### src/dertlv_pkg.sv
`default_nettype none
// ----------------------------------------------------------------------------
// dertlv_pkg
// Shared opcodes, sizes and the element type of the DER TLV encoder.
// ----------------------------------------------------------------------------
package dertlv_pkg;

	localparam int unsigned MaxOctets = 7;
	localparam int unsigned CntW      = 3;

	localparam logic [2:0] OP_HEADER  = 3'd0;
	localparam logic [2:0] OP_INTEGER = 3'd1;
	localparam logic [2:0] OP_BITSTR  = 3'd2;
	localparam logic [2:0] OP_BOOLEAN = 3'd3;
	localparam logic [2:0] OP_NULL    = 3'd4;

	localparam logic [7:0] LEN_SHORT_MAX = 8'h7f;
	localparam logic [7:0] LEN_LONG      = 8'h80;
	localparam logic [7:0] BOOL_TRUE     = 8'hff;

	typedef logic [7:0] octet_t;

	// one complete element, octet 0 goes out first
	typedef struct packed {
		octet_t [MaxOctets-1:0] octets;
		logic   [CntW-1:0]      count;
		logic                   error;
	} elem_t;

endpackage
`default_nettype wire

### src/dertlv_build.sv
`default_nettype none
// ----------------------------------------------------------------------------
// dertlv_build
// Combinational encoder: turns one registered request into the octets of
// one DER element, their count and an error flag.
// ----------------------------------------------------------------------------
module dertlv_build (
	input  wire logic [2:0]         opcode,
	input  wire logic [7:0]         tag_octet,
	input  wire logic [31:0]        value,
	input  wire logic [31:0]        content_length,
	output      dertlv_pkg::elem_t  elem
);

	logic [2:0] len_n;
	logic [2:0] int_n;
	logic [2:0] bs_n;
	logic [7:0] top_byte;
	logic [2:0] top_pos;
	logic [7:0] unused;

	// length octets needed for the long form
	always_comb begin
		if (content_length[31:24] != 8'd0) begin
			len_n = 3'd4;
		end else if (content_length[23:16] != 8'd0) begin
			len_n = 3'd3;
		end else if (content_length[15:8] != 8'd0) begin
			len_n = 3'd2;
		end else begin
			len_n = 3'd1;
		end
	end

	// minimal two's complement: drop octets that only repeat the sign
	always_comb begin
		if (value[31:7] == '0 || value[31:7] == '1) begin
			int_n = 3'd1;
		end else if (value[31:15] == '0 || value[31:15] == '1) begin
			int_n = 3'd2;
		end else if (value[31:23] == '0 || value[31:23] == '1) begin
			int_n = 3'd3;
		end else begin
			int_n = 3'd4;
		end
	end

	// bit string: content octets and the highest set bit of the top one
	always_comb begin
		if (value[31:24] != 8'd0) begin
			bs_n     = 3'd4;
			top_byte = value[31:24];
		end else if (value[23:16] != 8'd0) begin
			bs_n     = 3'd3;
			top_byte = value[23:16];
		end else if (value[15:8] != 8'd0) begin
			bs_n     = 3'd2;
			top_byte = value[15:8];
		end else if (value[7:0] != 8'd0) begin
			bs_n     = 3'd1;
			top_byte = value[7:0];
		end else begin
			bs_n     = 3'd0;
			top_byte = 8'd0;
		end
	end

	always_comb begin
		top_pos = 3'd7;
		for (int i = 0; i < 8; i++) begin
			if (top_byte[i]) begin
				top_pos = 3'(i);
			end
		end
	end

	assign unused = (bs_n == 3'd0) ? 8'd0 : {5'd0, 3'd7 - top_pos};

	always_comb begin
		elem.octets = '0;
		elem.count  = '0;
		elem.error  = 1'b0;
		elem.octets[0] = tag_octet;
		case (opcode)
			dertlv_pkg::OP_HEADER: begin
				if (content_length <= {24'd0, dertlv_pkg::LEN_SHORT_MAX}) begin
					elem.octets[1] = content_length[7:0];
					elem.count     = 3'd2;
				end else begin
					elem.octets[1] = dertlv_pkg::LEN_LONG | {5'd0, len_n};
					for (int k = 0; k < 4; k++) begin
						if (3'(k) < len_n) begin
							elem.octets[2+k] = 8'(content_length >> (8 * (len_n - 3'(k) - 3'd1)));
						end
					end
					elem.count = len_n + 3'd2;
				end
			end
			dertlv_pkg::OP_INTEGER: begin
				elem.octets[1] = {5'd0, int_n};
				for (int k = 0; k < 4; k++) begin
					if (3'(k) < int_n) begin
						elem.octets[2+k] = 8'(value >> (8 * (int_n - 3'(k) - 3'd1)));
					end
				end
				elem.count = int_n + 3'd2;
			end
			dertlv_pkg::OP_BITSTR: begin
				if (value[31]) begin
					elem.octets[0] = 8'd0;
					elem.count     = 3'd1;
					elem.error     = 1'b1;
				end else begin
					elem.octets[1] = {5'd0, bs_n} + 8'd1;
					elem.octets[2] = unused;
					// octet k carries source bits 8k..8k+7, reversed
					for (int k = 0; k < 4; k++) begin
						if (3'(k) < bs_n) begin
							for (int b = 0; b < 8; b++) begin
								elem.octets[3+k][7-b] = value[8*k+b];
							end
						end
					end
					elem.count = bs_n + 3'd3;
				end
			end
			dertlv_pkg::OP_BOOLEAN: begin
				elem.octets[1] = 8'd1;
				elem.octets[2] = (value != 32'd0) ? dertlv_pkg::BOOL_TRUE : 8'd0;
				elem.count     = 3'd3;
			end
			dertlv_pkg::OP_NULL: begin
				elem.octets[1] = 8'd0;
				elem.count     = 3'd2;
			end
			default: begin
				// unused opcode: nothing goes out
				elem.count = 3'd0;
			end
		endcase
	end

endmodule
`default_nettype wire

### src/der_primitive_tlv_encoder_core.sv
`default_nettype none
// ----------------------------------------------------------------------------
// der_primitive_tlv_encoder_core
// Encodes one primitive ASN.1 DER element per request, one octet per beat.
// ----------------------------------------------------------------------------
// path: with nothing draining, an accepted request passes from the input
// register into the output shift register; a request taken while an element
// drains waits in the input register until the last octet of that element
// goes out. flow: elements are 1 to 7 octets long, none for an unused opcode,
// and drain one octet per beat from the output shift register; a waiting
// request is loaded while the last octet of the previous one goes out.
// reset: clears the request and output valid state; no results pending.
module der_primitive_tlv_encoder_core (
	input  wire logic        clk,
	input  wire logic        arst_n,
	input  wire logic        start,
	output      logic        busy,
	input  wire logic [2:0]  opcode,
	input  wire logic [7:0]  tag_octet,
	input  wire logic [31:0] value,
	input  wire logic [31:0] content_length,
	output      logic        out_valid,
	output      logic [7:0]  out_byte,
	output      logic        last,
	output      logic        error
);

	logic        req_vld_s1;
	logic [2:0]  opcode_s1;
	logic [7:0]  tag_s1;
	logic [31:0] value_s1;
	logic [31:0] clen_s1;

	dertlv_pkg::elem_t                              elem;
	dertlv_pkg::octet_t [dertlv_pkg::MaxOctets-1:0] octets_q;
	logic [dertlv_pkg::CntW-1:0]                    cnt_q;
	logic                                           err_q;

	logic accept;
	logic load;

	assign load   = req_vld_s1 && (cnt_q <= 3'd1);
	assign busy   = req_vld_s1 && (cnt_q > 3'd1);
	assign accept = start && !busy;

	always_ff @(posedge clk or negedge arst_n) begin
		if (!arst_n) begin
			req_vld_s1 <= 1'b0;
		end else if (accept) begin
			req_vld_s1 <= 1'b1;
		end else if (load) begin
			req_vld_s1 <= 1'b0;
		end
	end

	always_ff @(posedge clk) begin
		if (accept) begin
			opcode_s1 <= opcode;
			tag_s1    <= tag_octet;
			value_s1  <= value;
			clen_s1   <= content_length;
		end
	end

	dertlv_build u_build (
		.opcode         (opcode_s1),
		.tag_octet      (tag_s1),
		.value          (value_s1),
		.content_length (clen_s1),
		.elem           (elem)
	);

	always_ff @(posedge clk or negedge arst_n) begin
		if (!arst_n) begin
			cnt_q <= '0;
		end else if (load) begin
			cnt_q <= elem.count;
		end else if (cnt_q != '0) begin
			cnt_q <= cnt_q - 3'd1;
		end
	end

	// output shift register, octet 0 is the current beat
	always_ff @(posedge clk) begin
		if (load) begin
			octets_q <= elem.octets;
			err_q    <= elem.error;
		end else begin
			for (int k = 0; k < dertlv_pkg::MaxOctets - 1; k++) begin
				octets_q[k] <= octets_q[k+1];
			end
		end
	end

	assign out_valid = (cnt_q != '0);
	assign out_byte  = octets_q[0];
	assign last      = (cnt_q == 3'd1);
	assign error     = out_valid && err_q;

endmodule
`default_nettype wire

### config.mk
export PLATFORM = sky130hd
export DESIGN_NAME = der_primitive_tlv_encoder_core
export DESIGN_NICKNAME = d
export VERILOG_FILES = /design/src/dertlv_pkg.sv /design/src/dertlv_build.sv /design/src/der_primitive_tlv_encoder_core.sv
export SDC_FILE = /design/constraint.sdc
export NUM_CORES = 1
export LEC_CHECK = 0
export ABC_AREA = 1
export ABC_CLOCK_PERIOD_IN_PS = 4700
export BUFFER_PORTS_ARGS = -buffer_cell sky130_fd_sc_hd__buf_2
export CORE_ASPECT_RATIO = 0.75
export CORE_MARGIN = 5
export CORE_UTILIZATION = 30
export CTS_CLUSTER_DIAMETER = 60
export DETAILED_ROUTE_END_ITERATION = 8
export GPL_TIMING_DRIVEN = 1
export HOLD_SLACK_MARGIN = 0.1
export SYNTH_ARGS = -nofsm -noshare
export SYNTH_HDL_FRONTEND = slang
export SYNTH_SLANG_ARGS = --single-unit
### constraint.sdc
create_clock -name clk -period 4.7 [get_ports clk]
set_input_delay 0.94 -clock clk [delete_from_list [all_inputs] [get_ports clk]]
set_output_delay 0.94 -clock clk [all_outputs]
set_load 0.1 [all_outputs]
# Word-level counts from Yosys, hierarchy flattened

Index checks and enable logic that the tools add are counted.

Word-level logic and storage cells: 144
Register bits: 136
Output and inout port bits: 12
Bits of input ports: 78

Shift-type cells: 8
Bitwise logic cells: 2
$lt $le $gt $ge: 15
Equality and inequality tests: 8
Muxes and demuxes: 52
Add/sub/neg operators: 18
Reductions and logical operators: 26

Operators with widths:

| kind                                                                        | number |
|---|---|
| 32-bit by 32-bit right shift with 8-bit output                              | 8 |
| 29-bit by 1-bit subtractor with 29-bit output, second input constant        | 6 |
| 8-bit 2-to-1 mux                                                            | 19 |
| 24-bit case mux with 3 select lines                                         | 1 |
| 8-bit case mux with 4 select lines                                          | 2 |
| 3-bit 2-to-1 mux                                                            | 21 |
| 8-bit nonzero test                                                          | 7 |
| 48-bit 2-to-1 mux                                                           | 1 |
| 40-bit 2-to-1 mux                                                           | 1 |
| 32-bit by 7-bit <= comparator with 1-bit output, second input constant      | 1 |
| 32-bit 2-to-1 mux                                                           | 1 |
| 32-bit nonzero test                                                         | 1 |
| 25-bit equality test, second input constant                                 | 1 |
| 25-bit zero test                                                            | 1 |
| 1-bit by 3-bit less-than comparator with 1-bit output, first input constant | 6 |
| 2-bit by 3-bit less-than comparator with 1-bit output, first input constant | 6 |
| 17-bit equality test, second input constant                                 | 1 |
| 17-bit zero test                                                            | 1 |
| 3-bit by 2-bit subtractor with 4-bit output, second input constant          | 4 |
| 3-bit case mux with 5 select lines                                          | 1 |
| 3-bit by 2-bit adder with 3-bit output, second input constant               | 3 |
| 9-bit equality test, second input constant                                  | 1 |
| 9-bit zero test                                                             | 1 |
| 3-bit by 1-bit subtractor with 4-bit output, second input constant          | 2 |
| 19 further kinds                                                            | 32 |

# Logic depth before layout (Yosys ltp)

Gate-level depths: netlist of the first run.

Depth in word-level cells: 18
Gate-level depth with buffers: 26
Depth with buffers taken out: 23

# By module

A second synthesis of the first run with hierarchy kept.

Cell total of the unflattened synthesis: 1004
Area, all modules: 7800.0 sq um

By module, submodules not included:

| module                         | area each (sq um) | cells an instance | times used | seq. area each (sq um) |
|---|---|---|---|---|
| der_primitive_tlv_encoder_core | 4559.4            | 341               | 1          | 3583.4 |
| dertlv_build                   | 3240.6            | 663               | 1          | 0.0 |

# Worst setup path after synthesis of the first run

No wires, ideal clock.

Path kind: register to register
From: register cnt_q[1] (netlist bit)
To: register clen_s1[0] (enable)
Setup time: 0.429 ns
Setup slack: 0.523 ns
Period minus slack after synthesis: 4.177 ns
Arrival time: 3.748 ns
Data required time: 4.271 ns
Cell stages (with the launch flop): 9
Path buffers: 0
Cell sequence: dfrtp_1 > inv_1 > ha_1 > inv_1 > nor2_1 > a21oi_1 > nand2_1 > nand2_1 > inv_1

Word-level cells in the longest chain between the ends: 4

Ends and longest elaborated chain:

| item                                          | line                                 | RTL |
|---|---|---|
| from (decl)                                   | der_primitive_tlv_encoder_core.sv:36 | `logic [dertlv_pkg::CntW-1:0] cnt_q;` |
| from (signal assigned)                        | der_primitive_tlv_encoder_core.sv:77 | `cnt_q <= elem.count;` |
| from (signal assigned)                        | der_primitive_tlv_encoder_core.sv:79 | `cnt_q <= cnt_q - 3'd1;` |
| 3-bit by 1-bit > comparator with 1-bit output | der_primitive_tlv_encoder_core.sv:43 | `assign busy = req_vld_s1 && (cnt_q > 3'd1);` |
| 1-bit logical AND                             | der_primitive_tlv_encoder_core.sv:43 |  |
| 1-bit zero test                               | der_primitive_tlv_encoder_core.sv:44 | `assign accept = start && !busy;` |
| 1-bit logical AND                             | der_primitive_tlv_encoder_core.sv:44 |  |
| via accept                                    | der_primitive_tlv_encoder_core.sv:39 | `logic accept;` |
| to (signal assigned)                          | der_primitive_tlv_encoder_core.sv:61 | `clen_s1 <= content_length;` |
| to (decl)                                     | der_primitive_tlv_encoder_core.sv:32 | `logic [31:0] clen_s1;` |

The timed path passes the listed nets, and every way through them passes these cells.
A chain may end at the register's enable or synchronous reset.

# Final worst setup path of the first run

From: register value_s1[31]
To: register octets_q[35] (netlist bit)

Word-level cells in the longest chain between the ends: 11
Elaborated cells between the ends (all ways): 24
Those cells by class: 2 x add/sub; 2 x order compare; 3 x eq/ne; 1 x shift; 9 x mux; 7 x reduce/logical

Ends and longest elaborated chain:

| item                                                          | line                                 | RTL |
|---|---|---|
| from (decl)                                                   | der_primitive_tlv_encoder_core.sv:31 | `logic [31:0] value_s1;` |
| from (signal assigned)                                        | der_primitive_tlv_encoder_core.sv:60 | `value_s1 <= value;` |
| 9-bit equality test / 9-bit zero test (equally long branches) | dertlv_build.sv:41                   | `end else if (value[31:23] == '0 \|\| value[31:23] == '1) begin` |
| 1-bit logical OR                                              | dertlv_build.sv:41                   |  |
| 3-bit 2-to-1 mux                                              | dertlv_build.sv:41                   |  |
| 3-bit 2-to-1 mux                                              | dertlv_build.sv:39                   | `end else if (value[31:15] == '0 \|\| value[31:15] == '1) begin` |
| 3-bit 2-to-1 mux                                              | dertlv_build.sv:37                   | `if (value[31:7] == '0 \|\| value[31:7] == '1) begin` |
| 3-bit by 2-bit subtractor with 4-bit output                   | dertlv_build.sv:103                  | `elem.octets[2+k] = 8'(value >> (8 * (int_n - 3'(k) - 3'd1)));` |
| 29-bit by 1-bit subtractor with 29-bit output                 | dertlv_build.sv:103                  |  |
| 32-bit by 32-bit right shift with 8-bit output                | dertlv_build.sv:103                  |  |
| 8-bit 2-to-1 mux                                              | dertlv_build.sv:102                  | `if (3'(k) < int_n) begin` |
| 24-bit case mux with 3 select lines *                         | dertlv_build.sv:84                   | `case (opcode)` |
| 48-bit 2-to-1 mux *                                           | der_primitive_tlv_encoder_core.sv:85 | `if (load) begin` |
| to (signal assigned)                                          | der_primitive_tlv_encoder_core.sv:86 | `octets_q <= elem.octets;` |
| to (signal, indexed assignment)                               | der_primitive_tlv_encoder_core.sv:90 | `octets_q[k] <= octets_q[k+1];` |
| to (decl)                                                     | der_primitive_tlv_encoder_core.sv:35 | `dertlv_pkg::octet_t [dertlv_pkg::MaxOctets-1:0] octets_q;` |

Every way passes the cells marked *; elsewhere a longest branch is shown, timed or not.

==> results.json, run 1 <==
{
  "grt_usage_pct": 19.1,
  "critical_path.max_fanout": 14,
  "power_frac_clock_pct": 25.6,
  "fmax_mhz": 234,
  "grt_overflow_total": 0,
  "gp_congestion": 1.02,
  "critPathLaunchType": "flip-flop",
  "swShare_pct": 42.1,
  "rsz0062_at_grt": "no",
  "synthMuxAreaShare_pct": 0,
  "ys_seq_elements": 135,
  "post_cts_resized": 0,
  "synth_warnings": 0,
  "n_antenna_cell": 0,
  "final.setup.tns_ns": 0,
  "syn_inst": 997,
  "post-place-cells": 1400,
  "clk_pin_slew_ns": 0.06,
  "die_area_mm2": 0.0294,
  "tritoncts": "yes",
  "power.density_mw_per_mm2": 555,
  "p_int_mw": 2.93,
  "worstSetupPathType": "reg2reg",
  "crit_required_ns": 5.06,
  "insertion_delay_ns": 0.43,
  "cts_sinks": 135,
  "synth_adder_area_share_pct": 3.52,
  "nNetsFinal": 1175,
  "die_w_um": 196,
  "fin_crit_sh_pct": 90.9,
  "ir_drop_uv": 564,
  "status": "finished clean",
  "viasPerCell": 5.05,
  "dr.pass1.iters": 5,
  "dp_slack_ns": 0.544,
  "htreeDepth": 4,
  "die_h_um": 150,
  "cts_made_buffers": 17,
  "cp-end-kind": "flip-flop",
  "hold_violations": 0,
  "synth_area_per_cell_um2": 7.85,
  "combPwrFrac_pct": 35.4,
  "worstMarginPinSlew_ns": 0.848,
  "worst-r2r-cell-count": 19,
  "layout_min_cycle_time_ns": 4.27,
  "power_frac_seq_pct": 39.0,
  "hold_class": "in2async",
  "postCtsHoldBufs": 0,
  "antenna_found_initial": 2,
  "maxSlewViolCount": 0,
  "synth_compound_area_share_pct": 13.9,
  "hold_ws_ns": 0.308,
  "core_mm2": 0.0258,
  "synthXorXnorAreaFrac_pct": 0.448,
  "synth_simple_gate_area_share_pct": 27.8,
  "rows": 51,
  "cts_root_buf": "clkbuf_16",
  "start_util_pct": 30.3,
  "stdcell_count": 1432,
  "grt_start_max_net_pins": 58,
  "wl_per_cell_um": 19.6,
  "p_switching_mw": 2.13,
  "dp_hpwl_um": 21900,
  "drv_cap": 0,
  "grt_pass1_wl_um": 42200,
  "route.antenna.remaining_nets": 0,
  "setup_viol": 0,
  "area_delta_synth_final_pct": 16.4,
  "grt_pass1_vias": 6969,
  "cts.path.max_buffers": 2,
  "synth_top_family_by_area": "simple AND/OR/NAND/NOR gates",
  "synth.distinct_cells": 44,
  "via_count": 7228,
  "yosysSeqAreaShare_pct": 45.4,
  "drc": 0,
  "slew-limit-headroom_pct": 43.5,
  "post_cts_buffers": 0,
  "port_buffers": 89,
  "leakage_nw": 4.00,
  "fin_worst_skew_ns": 0.0119,
  "layout-drive-gt1-share_pct": 16.4,
  "syn_area_mm2": 0.00782,
  "routed_wl_um": 28000,
  "n_fill_cell": 2815,
  "fin_ws_ns": 0.430,
  "drt-initial-drc-count": 859,
  "cp_data_arrival_time_ns": 4.64,
  "top_level_ports": 90
}
synth_stat cells (all sizes together):
library cell	count	share of area (%)
nand2	305	15
inv	110	5.3
o21ai	91	6.1
edfxtp	83	32
nor2	77	4.4
nand3	75	5.1
dfxtp	48	12
a21oi	40	2.6
o211ai	32	3.4
buf	26	2.6
ha	22	3.5
clkbuf	17	0.82
nand4	14	1.1
o22ai	8	0.64
nor3	7	0.64
o21bai	5	0.48
or2	5	0.40
a31oi	4	0.32
dfrtp	4	1.3
a22oi	3	0.29
and3	3	0.24
clkinv	3	0.14
nand3b	3	0.29
nor4	3	0.24
xor2	3	0.34
and2	2	0.16
conb	1	0.048
o21a	1	0.096
o31ai	1	0.096
xnor2	1	0.11
kinds of logic (layout without fill, tap and decap cells):
family	after synthesis	count (layout)
XOR/XNOR	4	4
other	1	2
buffers and inverters	156	246
AO/OA/AOI/OAI	185	185
adder cells (fa/ha/maj)	22	22
flip-flops	135	135
AND/OR/NAND/NOR	494	494
registers in the layout, summed over array words and instances (netlist names):
| name | cells |
|---|---|
| octets_q | 47 |
| clen_s1 | 32 |
| value_s1 | 32 |
| out_byte | 8 |
| tag_s1 | 8 |
| cnt_q | 3 |
| opcode_s1 | 3 |
| err_q | 1 |
| req_vld_s1 | 1 |
final timing paths:
kind                              startpoint            to  slack (ns)
worst max-delay path            value_s1[31]  octets_q[35]        0.43
worst min-delay path                  arst_n    req_vld_s1        0.31
worst max register to register  value_s1[31]  octets_q[35]        0.43
worst min register to register  octets_q[24]  octets_q[16]        0.42
max in group asynchronous             arst_n      cnt_q[1]        4.27
min in group clk                octets_q[24]  octets_q[16]        0.42
through the flow:
step,power [mW],cell area (um2),utilization [%]
floorplan,3.21,7830,-
global placement,3.76,8530,33.0
detailed placement,3.76,8530,33.0
CTS,5.06,9110,35.2
global route,5.35,9110,35.2
finish,5.06,9110,35.2
metal layers:
layer,track usage (%),routed length (um)
met5,0,27
met4,5.16,639
met3,7.31,3130
met2,25.1,10700
met1,28.6,13500
final cells by class:
class	count	area [um2]	share of cell area (%)
multi-input combinational	707	3590	39.4
timing repair buffer	101	536	5.88
tap	344	430	4.73
clock inverter	10	88.8	0.975
clock buffer	22	484	5.32
inverter	113	428	4.70
sequential	135	3550	39.0
cells in the final DEF (no fill, tap or decap), types with 5 or more instances in the layout:
master	synthesis	layout
nand2_1	293	293
inv_1	107	106
buf_2	9	89
edfxtp_1	83	83
o21ai_0	74	74
nand3_1	73	73
nor2_1	68	67
dfxtp_1	48	48
a21oi_1	40	40
o211ai_1	27	27
ha_1	22	22
clkbuf_16	0	17
nand4_1	14	14
o21ai_1	12	12
buf_4	9	12
nand2_2	9	9
o22ai_1	8	8
nor2_2	5	5
or2_2	5	5
o21ai_2	5	5
o21bai_1	5	5
o211ai_2	5	5
power by group through the flow:
| stage | sequential (mW) | combinational [mW] | clock (mW) |
|---|---|---|---|
| after floorplan | 1.89 | 1.32 | 0 |
| after global placement | 1.98 | 1.78 | 0 |
| after detailed placement | 1.99 | 1.77 | 0 |
| after CTS | 1.97 | 1.77 | 1.32 |
| after global routing | 2.01 | 1.96 | 1.38 |
| final | 1.97 | 1.79 | 1.29 |
worst max-delay path, cell delays in order, from the launching register on:
cell and delay (ns):
edfxtp_1 0.47, nor2_1 0.13, nand2_1 0.10, nor2_4 0.32, nand2_2 0.16, nand2_4 0.18
inv_1 0.07, nor2_1 0.31, ha_1 0.24, inv_1 0.06, ha_1 0.19, or2_2 0.29
ha_1 0.30, nor4_1 0.23, nand3_1 0.12, nor3_2 0.57, o21ai_1 0.14, o21bai_1 0.18
nand2_1 0.07, nand2_1 0.07
No activity file was read; power rests on OpenSTA's default activity.
==> run 2, diff against run 1 <==
--- a/config.mk
+++ b/config.mk
@@ -8,10 +8,9 @@
 export ABC_AREA = 1
 export ABC_CLOCK_PERIOD_IN_PS = 4700
 export BUFFER_PORTS_ARGS = -buffer_cell sky130_fd_sc_hd__buf_2
-export CORE_ASPECT_RATIO = 0.75
+export CORE_ASPECT_RATIO = 1.1
 export CORE_MARGIN = 5
 export CORE_UTILIZATION = 30
-export CTS_CLUSTER_DIAMETER = 60
 export DETAILED_ROUTE_END_ITERATION = 8
 export GPL_TIMING_DRIVEN = 1
 export HOLD_SLACK_MARGIN = 0.1
==> run 2 against run 1 <==
Worst setup slack better by 0.10 ns; worst hold slack better by 0.0054 ns; sequential cell count stayed put; design area is 0.60% lower; sequential power hardly changed; global-route usage is 0.61 points lower; utilization is 0.30 points lower; critical path type unchanged; critical endpoint unchanged.
==> results.json, run 2 (synthesized netlist as in run 1, its figures left out) <==
{
  "status": "finished clean",
  "cp-end-kind": "flip-flop",
  "worstSetupPathType": "reg2reg",
  "die_h_um": 179,
  "critPathLaunchType": "flip-flop",
  "post_cts_resized": 0,
  "antenna_found_initial": 0,
  "maxSlewViolCount": 0,
  "htreeDepth": 4,
  "die_area_mm2": 0.0294,
  "fin_worst_skew_ns": 0.0248,
  "postCtsHoldBufs": 0,
  "gp_congestion": 0.991,
  "nNetsFinal": 1171,
  "multi_input_area_mm2": 0.00359,
  "cp_slowest_cell": "nor3_2",
  "core_mm2": 0.0259,
  "final.setup.tns_ns": 0,
  "reg_top3": "octets_q x47, clen_s1 x32, value_s1 x32",
  "ir_drop_uv": 519,
  "grt_overflow_total": 0,
  "rsz0062_at_grt": "no",
  "drv_cap": 0,
  "crit_required_ns": 5.07,
  "area.sequential_mm2": 0.00355,
  "worstMarginPinSlew_ns": 1.03,
  "area_delta_synth_final_pct": 15.7,
  "cp_data_arrival_time_ns": 4.54,
  "cts_root_buf": "clkbuf_16",
  "mostFrequentLayoutCell": "nand2_1",
  "grt_pass1_wl_um": 40300,
  "cts_sinks": 135,
  "viasPerCell": 4.99,
  "n_antenna_cell": 0,
  "setup_viol": 0,
  "largest_reg_flops": 47,
  "routed_wl_um": 27200,
  "fin_util_pct": 34.9,
  "slew-limit-headroom_pct": 31.1,
  "drt-initial-drc-count": 668,
  "cp_cell_sequence": "nor2_1 > nand2_1 > nor2_4 > nand3_1 > nand3_4 > nand2_4 > inv_4 > ha_1 > inv_1 > ha_1 > or2_2 > ha_1 > nor4_1 > nand3_1 > nor3_2 > o21ai_1 > o21bai_1 > nand2_1 > nand2_1",
  "die_w_um": 164,
  "layout-drive-gt1-share_pct": 15.9,
  "route.antenna.remaining_nets": 0,
  "hold_class": "in2async",
  "cts.path.max_buffers": 2,
  "cts_made_buffers": 17,
  "rows": 62,
  "hold_ws_ns": 0.313,
  "fmax_mhz": 240,
  "power.density_mw_per_mm2": 550,
  "port_buffers": 89,
  "power.total_mw": 4.98,
  "wl_per_cell_um": 18.9,
  "grt_start_max_net_pins": 57,
  "hold_violations": 0,
  "layout_min_cycle_time_ns": 4.17,
  "leakage_nw": 3.96,
  "post_cts_buffers": 0,
  "fin_crit_sh_pct": 88.7,
  "start_util_pct": 30.2,
  "drc": 0,
  "layout_common_cells": "nand2_1 (293), inv_1 (106), buf_2 (89), edfxtp_1 (83), o21ai_0 (74)",
  "tritoncts": "yes",
  "top_level_ports": 90,
  "dr.pass1.iters": 6,
  "dp_hpwl_um": 21100,
  "n_fill_cell": 2794,
  "grt_pass1_vias": 6747,
  "via_count": 7169,
  "insertion_delay_ns": 0.44,
  "max_stage_delay_ns": 0.53,
  "grt_usage_pct": 18.5,
  "clk_pin_slew_ns": 0.07,
  "max_flop_register": "octets_q",
  "critical_path.max_fanout": 14
}
[run 2: power by group]
group	internal [mW]	leakage [nW]	switching, mW
combinational	0.419	2.45	1.35
clock	0.701	0.270	0.553
sequential	1.72	1.23	0.232
total	2.84	3.96	2.13
[run 2: final timing paths]
path	slack, ns	end	cells past startpoint	startpoint
max	0.53	octets_q[35]	19	value_s1[31]
min	0.31	cnt_q[0]	1	arst_n
max reg2reg	0.53	octets_q[35]	19	value_s1[31]
min reg2reg	0.42	octets_q[8]	2	octets_q[16]
max in group asynchronous	4.25	cnt_q[2]	1	arst_n
min in group clk	0.42	octets_q[8]	2	octets_q[16]
[run 2: metal layers]
metal  vias to the layer above  global-route usage [%]  part of all wire, %
met5                         -                       0                    0
met4                         0                    8.88                  4.4
met3                        59                    3.77                  7.4
met2                       353                    29.4                   45
met1                      3296                    24.1                   43
li1                       3461                       -                    -
[run 2: area by class of cell]
type / count / share of cell area (%)
Multi-Input combinational cell: 707 / 39.6
Sequential cell: 135 / 39.3
Timing Repair Buffer: 97 / 5.58
Clock buffer: 21 / 4.98
Tap cell: 352 / 4.87
Inverter: 113 / 4.73
Clock inverter: 11 / 0.968
[run 2: metrics by stage]
step | area [um2] | worst slack [ns] | cells
after detailed placement | 8510 | 0.594 | 1404
after CTS | 9050 | 0.562 | 1436
after global placement | 8510 | 0.750 | 1404
after global routing | 9050 | 0.247 | 1436
final | 9050 | 0.530 | 1436
after floorplan | 7830 | 0.523 | 998
[run 2: worst max-delay path, delay by kind of cell, from the launching register on]
kind	cells	cell delay, ns
fa+ha+maj	3	0.67
simple gates	12	2.41
compound gates	2	0.32
flops	1	0.48
buf+inv	2	0.23
